`src/rtl/svpm_pkg.sv`:
```
// Shared types, constants and the log2 mantissa table for the stereo level meter.
// Used by every module of the meter; depends on nothing else.
`default_nettype none

package svpm_pkg;

  // Default sizing of the window and the sample word.
  localparam int WINDOW_DEF      = 2048;
  localparam int SAMPLE_BITS_DEF = 16;

  // Width of one squared 16-bit magnitude (at most 2^30).
  localparam int SQ_W = 31;

  // Log2 results in Q.8, signed dB differences and the dB product.
  localparam int LOG_W  = 16;
  localparam int D_W    = 18;
  localparam int K_W    = 19;
  localparam int MAG_W  = D_W - 1 + K_W;
  localparam int DIVN_W = MAG_W + 1 - 8;

  // Scale factors from log2 in Q.8 to dB in Q.24.
  localparam logic [K_W-1:0] K_RMS  = K_W'(197283);
  localparam logic [K_W-1:0] K_PEAK = K_W'(394566);

  // Display epsilon, 0.001 in Q0.16.
  localparam logic [15:0] EPS_Q16 = 16'd66;

  // Item opcodes.
  localparam logic OP_SAMPLE = 1'b0;
  localparam logic OP_TICK   = 1'b1;

  // Configuration register indexes.
  typedef enum logic [2:0] {
    REG_RISE_GAIN  = 3'd0,
    REG_FALL_GAIN  = 3'd1,
    REG_HOLD_TICKS = 3'd2,
    REG_PEAK_FALL  = 3'd3,
    REG_FLOOR_DB   = 3'd4
  } cfg_reg_t;

  // Register reset values.
  localparam logic [15:0] RISE_GAIN_RST = 16'd28704;
  localparam logic [15:0] FALL_GAIN_RST = 16'd9690;
  localparam logic [7:0]  HOLD_RST      = 8'd28;
  localparam logic [15:0] PEAK_FALL_RST = 16'd682;
  localparam logic [6:0]  FLOOR_DB_RST  = 7'd48;

  typedef struct packed {
    logic               op;
    logic signed [15:0] left;
    logic signed [15:0] right;
    logic               playing;
    logic               analyze;
  } in_t;

  typedef struct packed {
    logic [15:0] level_left;
    logic [15:0] level_right;
    logic [15:0] peak_left;
    logic [15:0] peak_right;
    logic        animating;
  } out_t;

  typedef struct packed {
    logic [15:0] rise_gain;
    logic [15:0] fall_gain;
    logic [7:0]  hold_ticks;
    logic [15:0] peak_fall_step;
    logic [6:0]  floor_db;
  } cfg_t;

  // Control from the merge stage to each lane.
  typedef struct packed {
    logic acc;
    logic start;
    logic playing;
    logic analyze;
    logic release_lane;
  } lane_ctrl_t;

  // Status from each lane to the merge stage.
  typedef struct packed {
    logic done;
    logic anim;
  } lane_stat_t;

  typedef logic [8:0] log_tab_t [256];

  // log2(1 + i/256) to 16 fraction bits by repeated squaring, rounded to 8 bits.
  function automatic log_tab_t build_log_tab();
    log_tab_t    t;
    logic [63:0] y;
    logic [16:0] r;
    for (int i = 0; i < 256; i++) begin
      y = 64'(256 + i) << 22;
      r = '0;
      for (int b = 0; b < 16; b++) begin
        y = (y * y) >> 30;
        r = r << 1;
        if (y >= (64'd2 << 30)) begin
          r = r | 17'd1;
          y = y >> 1;
        end
      end
      t[i] = 9'((r + 17'd128) >> 8);
    end
    return t;
  endfunction

  localparam log_tab_t LOG_TAB = build_log_tab();

endpackage

`default_nettype wire

```
`src/rtl/svpm_log2.sv`:
```
// Iterative log2 in Q.8: one-bit-per-cycle leading-one search, then table lookup.
// Depends on svpm_pkg for LOG_W and LOG_TAB.
`default_nettype none

module svpm_log2 #(
  parameter int W = 43
) (
  input  logic             clk,
  input  logic             rst_n,
  input  logic             start,
  input  logic [W-1:0]     x,
  output logic             done,
  output logic [svpm_pkg::LOG_W-1:0] res
);
  import svpm_pkg::*;

  localparam int EW = $clog2(W + 1);

  logic [W-1:0]     x_r;
  logic [EW-1:0]    e_r;
  logic             busy_r;
  logic             done_r;
  logic [LOG_W-1:0] res_r;

  logic [9:0]       f_rnd;
  logic             carry;
  logic [LOG_W-1:0] e_fin;
  logic [7:0]       idx;
  logic [LOG_W-1:0] res_nxt;

  // Round the leading one and the eight bits under it; a carry bumps the exponent.
  always_comb begin
    f_rnd   = {1'b0, x_r[W-1:W-9]} + {9'd0, x_r[W-10]};
    carry   = f_rnd[9];
    e_fin   = LOG_W'(e_r) + LOG_W'(carry);
    idx     = carry ? 8'd0 : f_rnd[7:0];
    res_nxt = {e_fin[LOG_W-9:0], 8'd0} + LOG_W'(LOG_TAB[idx]);
  end

  // Shift left until the leading one reaches the top bit or the exponent reaches zero.
  always_ff @(posedge clk) begin
    if (!rst_n) begin
      busy_r <= 1'b0;
      done_r <= 1'b0;
    end else begin
      done_r <= 1'b0;
      if (start) begin
        busy_r <= 1'b1;
      end else if (busy_r) begin
        if (!(x_r[W-1] == 1'b0 && e_r != '0)) begin
          busy_r <= 1'b0;
          done_r <= 1'b1;
        end
      end
    end
  end

  always_ff @(posedge clk) begin
    if (start) begin
      x_r <= x;
      e_r <= EW'(W - 1);
    end else if (busy_r) begin
      if (x_r[W-1] == 1'b0 && e_r != '0) begin
        x_r <= {x_r[W-2:0], 1'b0};
        e_r <= e_r - EW'(1);
      end else begin
        res_r <= res_nxt;
      end
    end
  end

  assign done = done_r;
  assign res  = res_r;

endmodule

`default_nettype wire

```
`src/rtl/svpm_div.sv`:
```
// Restoring divider, one quotient bit per cycle, by the 7-bit dB floor.
// Depends on svpm_pkg for DIVN_W.
`default_nettype none

module svpm_div (
  input  logic                        clk,
  input  logic                        rst_n,
  input  logic                        start,
  input  logic [svpm_pkg::DIVN_W-1:0] num,
  input  logic [6:0]                  den,
  output logic                        done,
  output logic [svpm_pkg::DIVN_W-1:0] quo
);
  import svpm_pkg::*;

  localparam int CW = $clog2(DIVN_W + 1);

  logic [DIVN_W-1:0] quo_r;
  logic [6:0]        rem_r;
  logic [6:0]        den_r;
  logic [CW-1:0]     cnt_r;
  logic              busy_r;
  logic              done_r;

  logic [7:0]        trial;
  logic              ge;
  logic [7:0]        diff;

  // Bring down the next dividend bit and try the subtract.
  always_comb begin
    trial = {rem_r, quo_r[DIVN_W-1]};
    ge    = trial >= {1'b0, den_r};
    diff  = trial - {1'b0, den_r};
  end

  always_ff @(posedge clk) begin
    if (!rst_n) begin
      busy_r <= 1'b0;
      done_r <= 1'b0;
      cnt_r  <= '0;
    end else begin
      done_r <= 1'b0;
      if (start) begin
        busy_r <= 1'b1;
        cnt_r  <= CW'(DIVN_W);
      end else if (busy_r) begin
        cnt_r <= cnt_r - CW'(1);
        if (cnt_r == CW'(1)) begin
          busy_r <= 1'b0;
          done_r <= 1'b1;
        end
      end
    end
  end

  always_ff @(posedge clk) begin
    if (start) begin
      quo_r <= num;
      rem_r <= '0;
      den_r <= den;
    end else if (busy_r) begin
      quo_r <= {quo_r[DIVN_W-2:0], ge};
      rem_r <= ge ? diff[6:0] : trial[6:0];
    end
  end

  assign done = done_r;
  assign quo  = quo_r;

endmodule

`default_nettype wire

```
`src/rtl/svpm_lane.sv`:
```
// One meter channel: window accumulators, dB targets, easing and peak hold.
// Depends on svpm_pkg, svpm_log2 and svpm_div.
`default_nettype none

module svpm_lane #(
  parameter int SUM_W       = 43,
  parameter int CNT_W       = 12
) (
  input  logic                    clk,
  input  logic                    rst_n,
  input  logic signed [15:0]      sample,
  input  logic [CNT_W-1:0]        count,
  input  svpm_pkg::lane_ctrl_t    ctrl,
  input  svpm_pkg::cfg_t          cfg,
  output svpm_pkg::lane_stat_t    stat,
  output logic [15:0]             level,
  output logic [15:0]             peak
);
  import svpm_pkg::*;

  localparam logic [D_W-1:0] RMS_OFF = D_W'(512 * (SAMPLE_BITS_DEF - 1));
  localparam logic [D_W-1:0] PK_OFF  = D_W'(256 * (SAMPLE_BITS_DEF - 1));

  typedef enum logic [10:0] {
    ST_IDLE  = 11'b00000000001,
    ST_LOGS  = 11'b00000000010,
    ST_LOGC  = 11'b00000000100,
    ST_LOGP  = 11'b00000001000,
    ST_MULR  = 11'b00000010000,
    ST_DIVR  = 11'b00000100000,
    ST_MULP  = 11'b00001000000,
    ST_DIVP  = 11'b00010000000,
    ST_EASE  = 11'b00100000000,
    ST_APPLY = 11'b01000000000,
    ST_DONE  = 11'b10000000000
  } lane_state_t;

  lane_state_t        state_r;
  logic [SUM_W-1:0]   sum_r;
  logic [15:0]        apeak_r;
  logic [15:0]        tl_r, tp_r, ml_r, mp_r;
  logic [7:0]         hold_r;
  logic               ana_r;
  logic               launched_r;
  logic [LOG_W-1:0]   lsum_r;
  logic [D_W-1:0]     drms_r, dpk_r;
  logic [MAG_W-1:0]   mag_r;
  logic               pos_r;
  logic [31:0]        prod_r;
  logic               up_r;

  logic [15:0]        mag16;
  logic [31:0]        sq;
  logic               log_start, log_done;
  logic [SUM_W-1:0]   log_x;
  logic [LOG_W-1:0]   log_res;
  logic               div_start, div_done;
  logic [DIVN_W-1:0]  div_num, div_quo;
  logic [6:0]         fl;
  logic [MAG_W:0]     rnd;
  logic [15:0]        norm;
  logic [D_W-2:0]     nd;
  logic               up;
  logic [15:0]        diff;
  logic [32:0]        step_sum;
  logic [15:0]        step;
  logic [15:0]        ml_nxt;
  logic [15:0]        p_fall;
  logic [15:0]        ldiff;

  // Magnitude and square of the incoming sample.
  always_comb begin
    mag16 = sample[15] ? 16'(17'h10000 - {1'b0, sample}) : sample;
    sq    = mag16 * mag16;
  end

  // Operand selection for the shared log2 unit.
  always_comb begin
    case (state_r)
      ST_LOGC: log_x = SUM_W'(count);
      ST_LOGP: log_x = SUM_W'(apeak_r);
      default: log_x = sum_r;
    endcase
    log_start = (state_r == ST_LOGS || state_r == ST_LOGC || state_r == ST_LOGP)
                && !launched_r;
    div_start = (state_r == ST_DIVR || state_r == ST_DIVP) && !launched_r;
  end

  // Rounded divide by floor_db*256 is the divide of the rounded value >> 8.
  always_comb begin
    fl      = (cfg.floor_db == 7'd0) ? 7'd1 : cfg.floor_db;
    rnd     = {1'b0, mag_r} + (MAG_W + 1)'({fl, 7'd0});
    div_num = rnd[MAG_W:8];
    if (pos_r) begin
      norm = 16'hFFFF;
    end else if (div_quo >= DIVN_W'(65536)) begin
      norm = 16'd0;
    end else if (div_quo == '0) begin
      norm = 16'hFFFF;
    end else begin
      norm = 16'(17'h10000 - div_quo[16:0]);
    end
  end

  // Negated dB difference for the current multiply.
  always_comb begin
    if (state_r == ST_MULP) begin
      nd = (D_W - 1)'(-dpk_r);
    end else begin
      nd = (D_W - 1)'(-drms_r);
    end
  end

  // Easing step and the peak drop.
  always_comb begin
    up       = tl_r > ml_r;
    diff     = up ? (tl_r - ml_r) : (ml_r - tl_r);
    step_sum = {1'b0, prod_r} + 33'd32768;
    step     = step_sum[31:16];
    ml_nxt   = up_r ? (ml_r + step) : (ml_r - step);
    p_fall   = (mp_r > cfg.peak_fall_step) ? (mp_r - cfg.peak_fall_step) : 16'd0;
    ldiff    = (ml_r > tl_r) ? (ml_r - tl_r) : (tl_r - ml_r);
  end

  svpm_log2 #(.W(SUM_W)) u_log2 (
    .clk   (clk),
    .rst_n (rst_n),
    .start (log_start),
    .x     (log_x),
    .done  (log_done),
    .res   (log_res)
  );

  svpm_div u_div (
    .clk   (clk),
    .rst_n (rst_n),
    .start (div_start),
    .num   (div_num),
    .den   (fl),
    .done  (div_done),
    .quo   (div_quo)
  );

  // Lane sequencer and state.
  always_ff @(posedge clk) begin
    if (!rst_n) begin
      state_r    <= ST_IDLE;
      launched_r <= 1'b0;
      sum_r      <= '0;
      apeak_r    <= '0;
      tl_r       <= '0;
      tp_r       <= '0;
      ml_r       <= '0;
      mp_r       <= '0;
      hold_r     <= '0;
      ana_r      <= 1'b0;
    end else begin
      unique case (state_r)
        ST_IDLE: begin
          if (ctrl.acc) begin
            sum_r <= sum_r + SUM_W'(sq);
            if (mag16 > apeak_r) begin
              apeak_r <= mag16;
            end
          end
          if (ctrl.start) begin
            ana_r <= ctrl.playing && ctrl.analyze;
            if (ctrl.playing && ctrl.analyze) begin
              state_r <= ST_LOGS;
            end else begin
              if (!ctrl.playing) begin
                tl_r <= '0;
                tp_r <= '0;
              end
              state_r <= ST_EASE;
            end
          end
        end
        ST_LOGS: begin
          if (!launched_r) begin
            launched_r <= 1'b1;
          end else if (log_done) begin
            launched_r <= 1'b0;
            lsum_r     <= log_res;
            state_r    <= ST_LOGC;
          end
        end
        ST_LOGC: begin
          if (!launched_r) begin
            launched_r <= 1'b1;
          end else if (log_done) begin
            launched_r <= 1'b0;
            drms_r     <= D_W'(lsum_r) - D_W'(log_res) - RMS_OFF;
            state_r    <= ST_LOGP;
          end
        end
        ST_LOGP: begin
          if (!launched_r) begin
            launched_r <= 1'b1;
          end else if (log_done) begin
            launched_r <= 1'b0;
            dpk_r      <= D_W'(log_res) - PK_OFF;
            state_r    <= ST_MULR;
          end
        end
        ST_MULR: begin
          pos_r   <= !drms_r[D_W-1];
          mag_r   <= MAG_W'(nd) * MAG_W'(K_RMS);
          state_r <= ST_DIVR;
        end
        ST_DIVR: begin
          if (!launched_r) begin
            launched_r <= 1'b1;
          end else if (div_done) begin
            launched_r <= 1'b0;
            tl_r       <= (sum_r == '0) ? 16'd0 : norm;
            state_r    <= ST_MULP;
          end
        end
        ST_MULP: begin
          pos_r   <= !dpk_r[D_W-1];
          mag_r   <= MAG_W'(nd) * MAG_W'(K_PEAK);
          state_r <= ST_DIVP;
        end
        ST_DIVP: begin
          if (!launched_r) begin
            launched_r <= 1'b1;
          end else if (div_done) begin
            launched_r <= 1'b0;
            tp_r       <= (apeak_r == '0) ? 16'd0 : norm;
            state_r    <= ST_EASE;
          end
        end
        ST_EASE: begin
          up_r    <= up;
          prod_r  <= diff * (up ? cfg.rise_gain : cfg.fall_gain);
          state_r <= ST_APPLY;
        end
        ST_APPLY: begin
          ml_r <= ml_nxt;
          if (tp_r > mp_r) begin
            mp_r   <= tp_r;
            hold_r <= cfg.hold_ticks;
          end else if (hold_r != 8'd0) begin
            hold_r <= hold_r - 8'd1;
          end else begin
            mp_r <= (p_fall > ml_nxt) ? p_fall : ml_nxt;
          end
          if (ana_r) begin
            sum_r   <= '0;
            apeak_r <= '0;
          end
          state_r <= ST_DONE;
        end
        ST_DONE: begin
          if (ctrl.release_lane) begin
            state_r <= ST_IDLE;
          end
        end
        default: state_r <= ST_IDLE;
      endcase
    end
  end

  assign stat.done = (state_r == ST_DONE);
  assign stat.anim = (ml_r > EPS_Q16) || (mp_r > EPS_Q16) || (ldiff > EPS_Q16);
  assign level     = ml_r;
  assign peak      = mp_r;

endmodule

`default_nettype wire

```
`config.mk`:
```
export PLATFORM = sky130hd
export DESIGN_NAME = svpm_lane
export DESIGN_NICKNAME = d
export VERILOG_FILES = /design/src/rtl/svpm_pkg.sv /design/src/rtl/svpm_log2.sv /design/src/rtl/svpm_div.sv /design/src/rtl/svpm_lane.sv
export SDC_FILE = /design/constraint.sdc
export NUM_CORES = 2
export LEC_CHECK = 0
export BUFFER_PORTS_ARGS = -buffer_cell sky130_fd_sc_hd__buf_2
export CAP_MARGIN = 5
export CORE_ASPECT_RATIO = 1.25
export CORE_UTILIZATION = 30
export DETAILED_ROUTE_END_ITERATION = 7
export PLACE_DENSITY = 0.45
export SETUP_SLACK_MARGIN = 0.15
export SLEW_MARGIN = 20
export SYNTH_ARGS = -nofsm -noshare
export SYNTH_HDL_FRONTEND = slang
export SYNTH_SLANG_ARGS = --single-unit
```
`constraint.sdc`:
```
create_clock -name clk -period 10.7 [get_ports clk]
set_input_delay 1.605 -clock clk [delete_from_list [all_inputs] [get_ports clk]]
set_output_delay 1.605 -clock clk [all_outputs]
set_load 0.02 [all_outputs]
```
---- Yosys cells after proc, flatten, opt, wreduce, memory -nomap -nowiden ----
Memory sizes are Yosys's and may differ from the RTL's.
Cells that the tools add are included.
cells by class
  $add $sub $neg .......................... 22
  multipliers ............................. 4
  $lt $le $gt $ge ......................... 12
  equality and inequality tests ........... 30
  multiplexer cells ....................... 75
  bitwise gates (word level) .............. 7
  reductions and logical operators ........ 48
operator list
  operator                number
  $mux 16                 24
  $mux 43                 5
  $pmux 43 s2             2
  $mux 11                 12
  $pmux 11 s11            1
  $gt 16x16->1            6
  $pmux 16 s2             3
  $pmux 36 s2             1
  $mul 17x18->35 const B  2
  $mul 16x16->32          2
  $sub 16x16->16          4
  $mux 29                 2
  $gt 16x7->1 const B     3
  $add 43x32->43          1
  $logic_not 43->1        1
  $add 36x14->37          1
  $neg 17->17             2
  $add 32x16->32 const B  1
  $sub 1x16->16 const A   2
  $ge 29x17->1 const B    1
  $logic_not 29->1        1
  $mux 9                  3
  $ne 2x2->1 const B      13
  $mux 8                  3
  48 further kinds        102
storage, ports and cells
  bits in registers ....................... 382
  memory bits (read-only) ................. 2,304
  bits of input ports ..................... 98
  output and inout port bits .............. 34
  word-level logic and storage cells ...... 228
  memories kept ........................... 1
memories
  name             words  bits a word  read ports  clocked after memory_dff  wr ports  RTL line         text
  (no name shown)  256    9            1           0                         0         svpm_log2.sv:37  res_nxt = {e_fin[LOG_W-9:0], 8'd0} + LOG_W'(LOG_TAB[idx]);

---- Longest topological paths before layout ----
  depth after elaboration ................. 8
  gate-level depth with buffers ........... 39
  mapped depth without buffers ............ 36

---- Cells and area by module ----
A second synthesis with hierarchy kept.
second synthesis, totals
  cell total of the unflattened synthesis .. 5,392
  area, all modules ....................... 46,936.3 µm²
modules (own cells, without submodules)
  module     times used  cells each  area each (µm²)  seq. area each (µm²)
  svpm_lane  1           4,690       39,643.0         5,855.6
  svpm_log2  1           507         4,835.9          1,901.8
  svpm_div   1           195         2,457.4          1,361.3

---- Least setup slack after synthesis ----
OpenSTA, ideal clock, no wires.
  path type ............................... input-to-reg
  from .................................... input port sample[5]
  to ...................................... register sum_r[36]
  setup time .............................. 0.124 ns
  data arrival time ....................... 9.732 ns
  data required time ...................... 10.576 ns
  setup slack ............................. 0.843 ns
  stages .................................. 31
  buffers on the path ..................... 1
  cells stage by stage .................... or4_1 -> or3_1 -> or4_1 -> o31ai_1 -> xor2_1 -> inv_1 -> clkbuf_1 -> nand2_1 -> inv_1 -> fa_1 -> fa_1 -> inv_1 -> fa_1 -> inv_1 -> fa_1 -> fa_1 -> inv_1 -> fa_1 -> inv_1 -> ha_1 -> a21o_1 -> a21o_1 -> a21o_1 -> a21o_1 -> a21o_1 -> a21oi_1 -> o31a_1 -> o21ai_1 -> a211oi_1 -> nor3_1 -> mux2i_1
between the ends
  word-level cells in the longest chain between the ends .. 6
RTL lines
  element               RTL line          text
  start, declared       svpm_lane.sv:11   input logic signed [15:0] sample,
  $sub 1x16->16         svpm_lane.sv:73   mag16 = sample[15] ? 16'(17'h10000 - {1'b0, sample}) : sample;
  $mux 16 *             svpm_lane.sv:73
  $mul 16x16->32 *      svpm_lane.sv:74   sq = mag16 * mag16;
  $add 43x32->43 *      svpm_lane.sv:161  sum_r <= sum_r + SUM_W'(sq);
  $mux 43 *             svpm_lane.sv:160  if (ctrl.acc) begin
  $pmux 43 s2 *         svpm_lane.sv:158  unique case (state_r)
  end signal, assigned  svpm_lane.sv:161
  end, declared         svpm_lane.sv:39   logic [SUM_W-1:0] sum_r;
Mark *: on every way between the ends. The rest lies on a longest branch, timed or not. The select of a mux whose other input is x is not followed.
A chain may end at the register's enable or synchronous reset.

---- Final worst setup path ----
  from .................................... register ml_r[0], in the netlist level[0]
  to ...................................... register prod_r[31], data pin
between the ends
  word-level cells in the longest chain between the ends .. 3
  elaborated cells on any way between the ends .. 6
  classes of those cells .................. add/sub (2); mul (1); order compare (1); mux (2)
RTL lines
  element                                                RTL line                            text
  start, declared                                        svpm_lane.sv:41                     logic [15:0] tl_r, tp_r, ml_r, mp_r;
  start signal, assigned                                 svpm_lane.sv:240                    ml_r <= ml_nxt;
  $sub 16x16->16 / $gt 16x16->1 (equally long branches)  svpm_lane.sv:117, svpm_lane.sv:116
  $mux 16 (on tied branches)                             svpm_lane.sv:117, svpm_lane.sv:236
  $mul 16x16->32 *                                       svpm_lane.sv:236                    prod_r <= diff * (up ? cfg.rise_gain : cfg.fall_gain);
  end signal, assigned                                   svpm_lane.sv:236
  end, declared                                          svpm_lane.sv:49                     logic [31:0] prod_r;
Mark *: on every way between the ends. The rest lies on a longest branch, timed or not.

==> flow_summary.ini <==
[place]
dpl.hpwl_um = 114000
io_buffers = 131
place_congestion = 0.868

[sta]
worst_slew_pin_slew_ps = 1130
period_share = 0.927
fmax_mhz = 101
skew_ps = 36.7
rsz0062_at_grt = no
relSlewSlack = 0.244
setup_viol = 0
fin_tns_setup_ps = 0
holdWs_ps = 462
min_period_ps = 9920
drv_slew = 0
hold_viol = 0

[worst_setup_path]
cp-end-kind = flop
required_ps = 11030
startpoint_type = flop
cpPeakStageDelay_ps = 880
worst_r2r_path_depth = 35
crit_path_top_delay_cell = xnor2_1
cp_data_arrival_time_ps = 10250
regToRegEndpoint = prod_r[31]
critPathTopFamily = adder cells
ff2ff_setup_slack_ps = 780
crit_type = reg2reg
r2r_start = level[0]
endpoint = prod_r[31]
path_max_fanout = 38
cp-startpoint = level[0]
cp_num_buf_inv = 7
cpMostUsedCell = fa_1
path_depth = 35

[synth]
synth_warnings = 0
synthTopCellsByArea = fa_1 (20%), ha_1 (14%), edfxtp_1 (13%)
synth_area_leader_cell = fa_1
synth-seq-area-share = 0.202
async_reset_ff_frac = 0
synth_edf_count = 192
syn_area_um2 = 45100
ys_ff_latch = 358
yosysTopAreaCellShare = 0.199
avgSynthCellArea_um2 = 8.57
ys.flop_type = edfxtp_1
postSynthCellCount = 5263
synth_cell_types = 85

[final_layout]
mostFrequentLayoutCells = inv_1 (855), nand2_1 (527), ha_1 (514)
layout_commonest_cell = inv_1
antenna_cells = 0
fillCellCount = 15800
syn2layout_area_growth_pct = 10.9
drive_gt1_frac = 0.0750
finalNetCount = 6427

[floorplan]
ios = 132
die_area_um2 = 152000
fp.dieH_um = 435
num_rows = 158
initial_core_util = 0.303
core_um2 = 149000
die_w_um = 349

[global_route]
overflow = 0
antenna_found_initial = 3
grt_max_degree = 64
grt_pass1_vias = 37800
grt_pass1_wl_um = 218000
gr-usage-all-layers = 0.183

[job]
maxCapViolations = 0

[routing]
ant_nets = 0
viasPerCell = 4.90
drc = 0
first_iter_violations = 1957
drt_first_pass_iters = 5
num_vias = 36300
wl_um = 139000
wl_per_cell_um = 18.8

[clock_network]
cts_resized = 0
cts_hold_buf = 0
clock-sinks = 358
cts_setup_buffers = 0
cts.clk_slew.worst_paths_ps = 70
cts.path.max_buffers = 3
clkLatencyLatePin_ps = 590
cts_tree = built
cts-root-buf = clkbuf_16
htree_levels = 2
numCtsBuffers = 43

[power_and_ir_drop]
power.leakage_nw = 23.5
total_power_mw = 10.9
powerDensity_nw_per_um2 = 219
vdd_drop_max_uv = 503

[min_path]
hp-class = reg2reg

[run_status]
status = completed
-- kinds of logic (layout without fill, tap and decap cells) --
group                      after synthesis  in the layout  share of synthesized area
DFF                                    358            358                      0.202
and+or+nand+nor                       1528           1528                      0.155
adders and majority gates              963            963                      0.342
buffers and inverters                 1059           1187                     0.0886
AOI/OAI and AO/OA                      976            976                      0.136
other                                    2             12                   0.000167
muxes                                   90             90                     0.0211
xor gates and xnor gates               287            287                     0.0558
-- cell type report --
| class | instances | area [µm²] | share of cell area |
|---|---|---|---|
| timing repair buffer | 243 | 1500 | 0.0299 |
| clock buffer | 61 | 1210 | 0.0242 |
| clock inverter | 19 | 289 | 0.00578 |
| tap | 2000 | 2500 | 0.0501 |
| inverter | 864 | 3250 | 0.0649 |
| sequential | 358 | 9090 | 0.182 |
| multi-input combinational | 3856 | 32100 | 0.643 |
-- how the worst min path moves through the flow --
stage                from    end  slack, ps  cells past startpoint
floorplan           ana_r  ana_r        440                      2
global placement    ana_r  ana_r        450                      2
detailed placement  ana_r  ana_r        460                      2
CTS                 ana_r  ana_r        460                      2
global route        ana_r  ana_r        480                      2
finish              ana_r  ana_r        460                      2
-- synth_stat cells (all sizes together) (30+ instances only) --
cell / n
and2: 36
a21oi: 297
a21o: 104
dfxtp: 166
edfxtp: 192
a211oi: 35
nor2: 454
a31oi: 39
nand4: 45
o21bai: 30
xor2: 110
nor4: 39
a22oi: 47
inv: 857
fa: 449
nor2b: 38
nor3: 82
o21ai: 233
ha: 514
mux2i: 62
clkbuf: 173
xnor2: 177
nand2: 528
nand3: 117
nand2b: 53
-- sequential cells by signal (all words and copies together), names as in the netlist, 11 cells and up --
| register | count |
|---|---|
| u_div.quo | 29 |
| lsum_r | 15 |
| u_log2.x_r | 43 |
| tp_r | 16 |
| u_log2.res | 15 |
| sum_r | 43 |
| state_r | 11 |
| peak | 16 |
| prod_r | 17 |
| tl_r | 16 |
| mag_r | 29 |
| dpk_r | 17 |
| level | 16 |
| apeak_r | 16 |
| drms_r | 18 |
-- power breakdown --
group | internal, mW | switching (mW)
Combinational | 3.26 | 4.48
Clock | 0.960 | 0.621
Sequential | 1.53 | 0.0872
-- per-layer routing --
layer,global-route usage,routed length (µm),vias to the layer above
li1,-,-,17700
met3,0.0165,4290,178
met4,0.0485,3700,0
met5,0,0,-
met1,0.220,58300,17700
met2,0.345,72800,658
-- per-stage QoR --
step                 util  std cells  setup slack, ps  area (µm²)
CTS                 0.336       7401              667       50000
detailed placement  0.326       7321              569       48500
floorplan               -       5273              843       45100
global placement    0.326       7321              595       48500
finish              0.336       7401              778       50000
global route        0.336       7401              212       50000
-- worst reg2reg max path, delay by kind of cell (launching register included) --
family	cells	cell delay (ps)
AOI/OAI and AO/OA	14	3370
xor gates and xnor gates	2	980
adders and majority gates	9	3560
buffers and inverters	7	1030
DFF	1	400
and+or+nand+nor	3	340
Note: power is estimated with default switching activity, not from simulation.
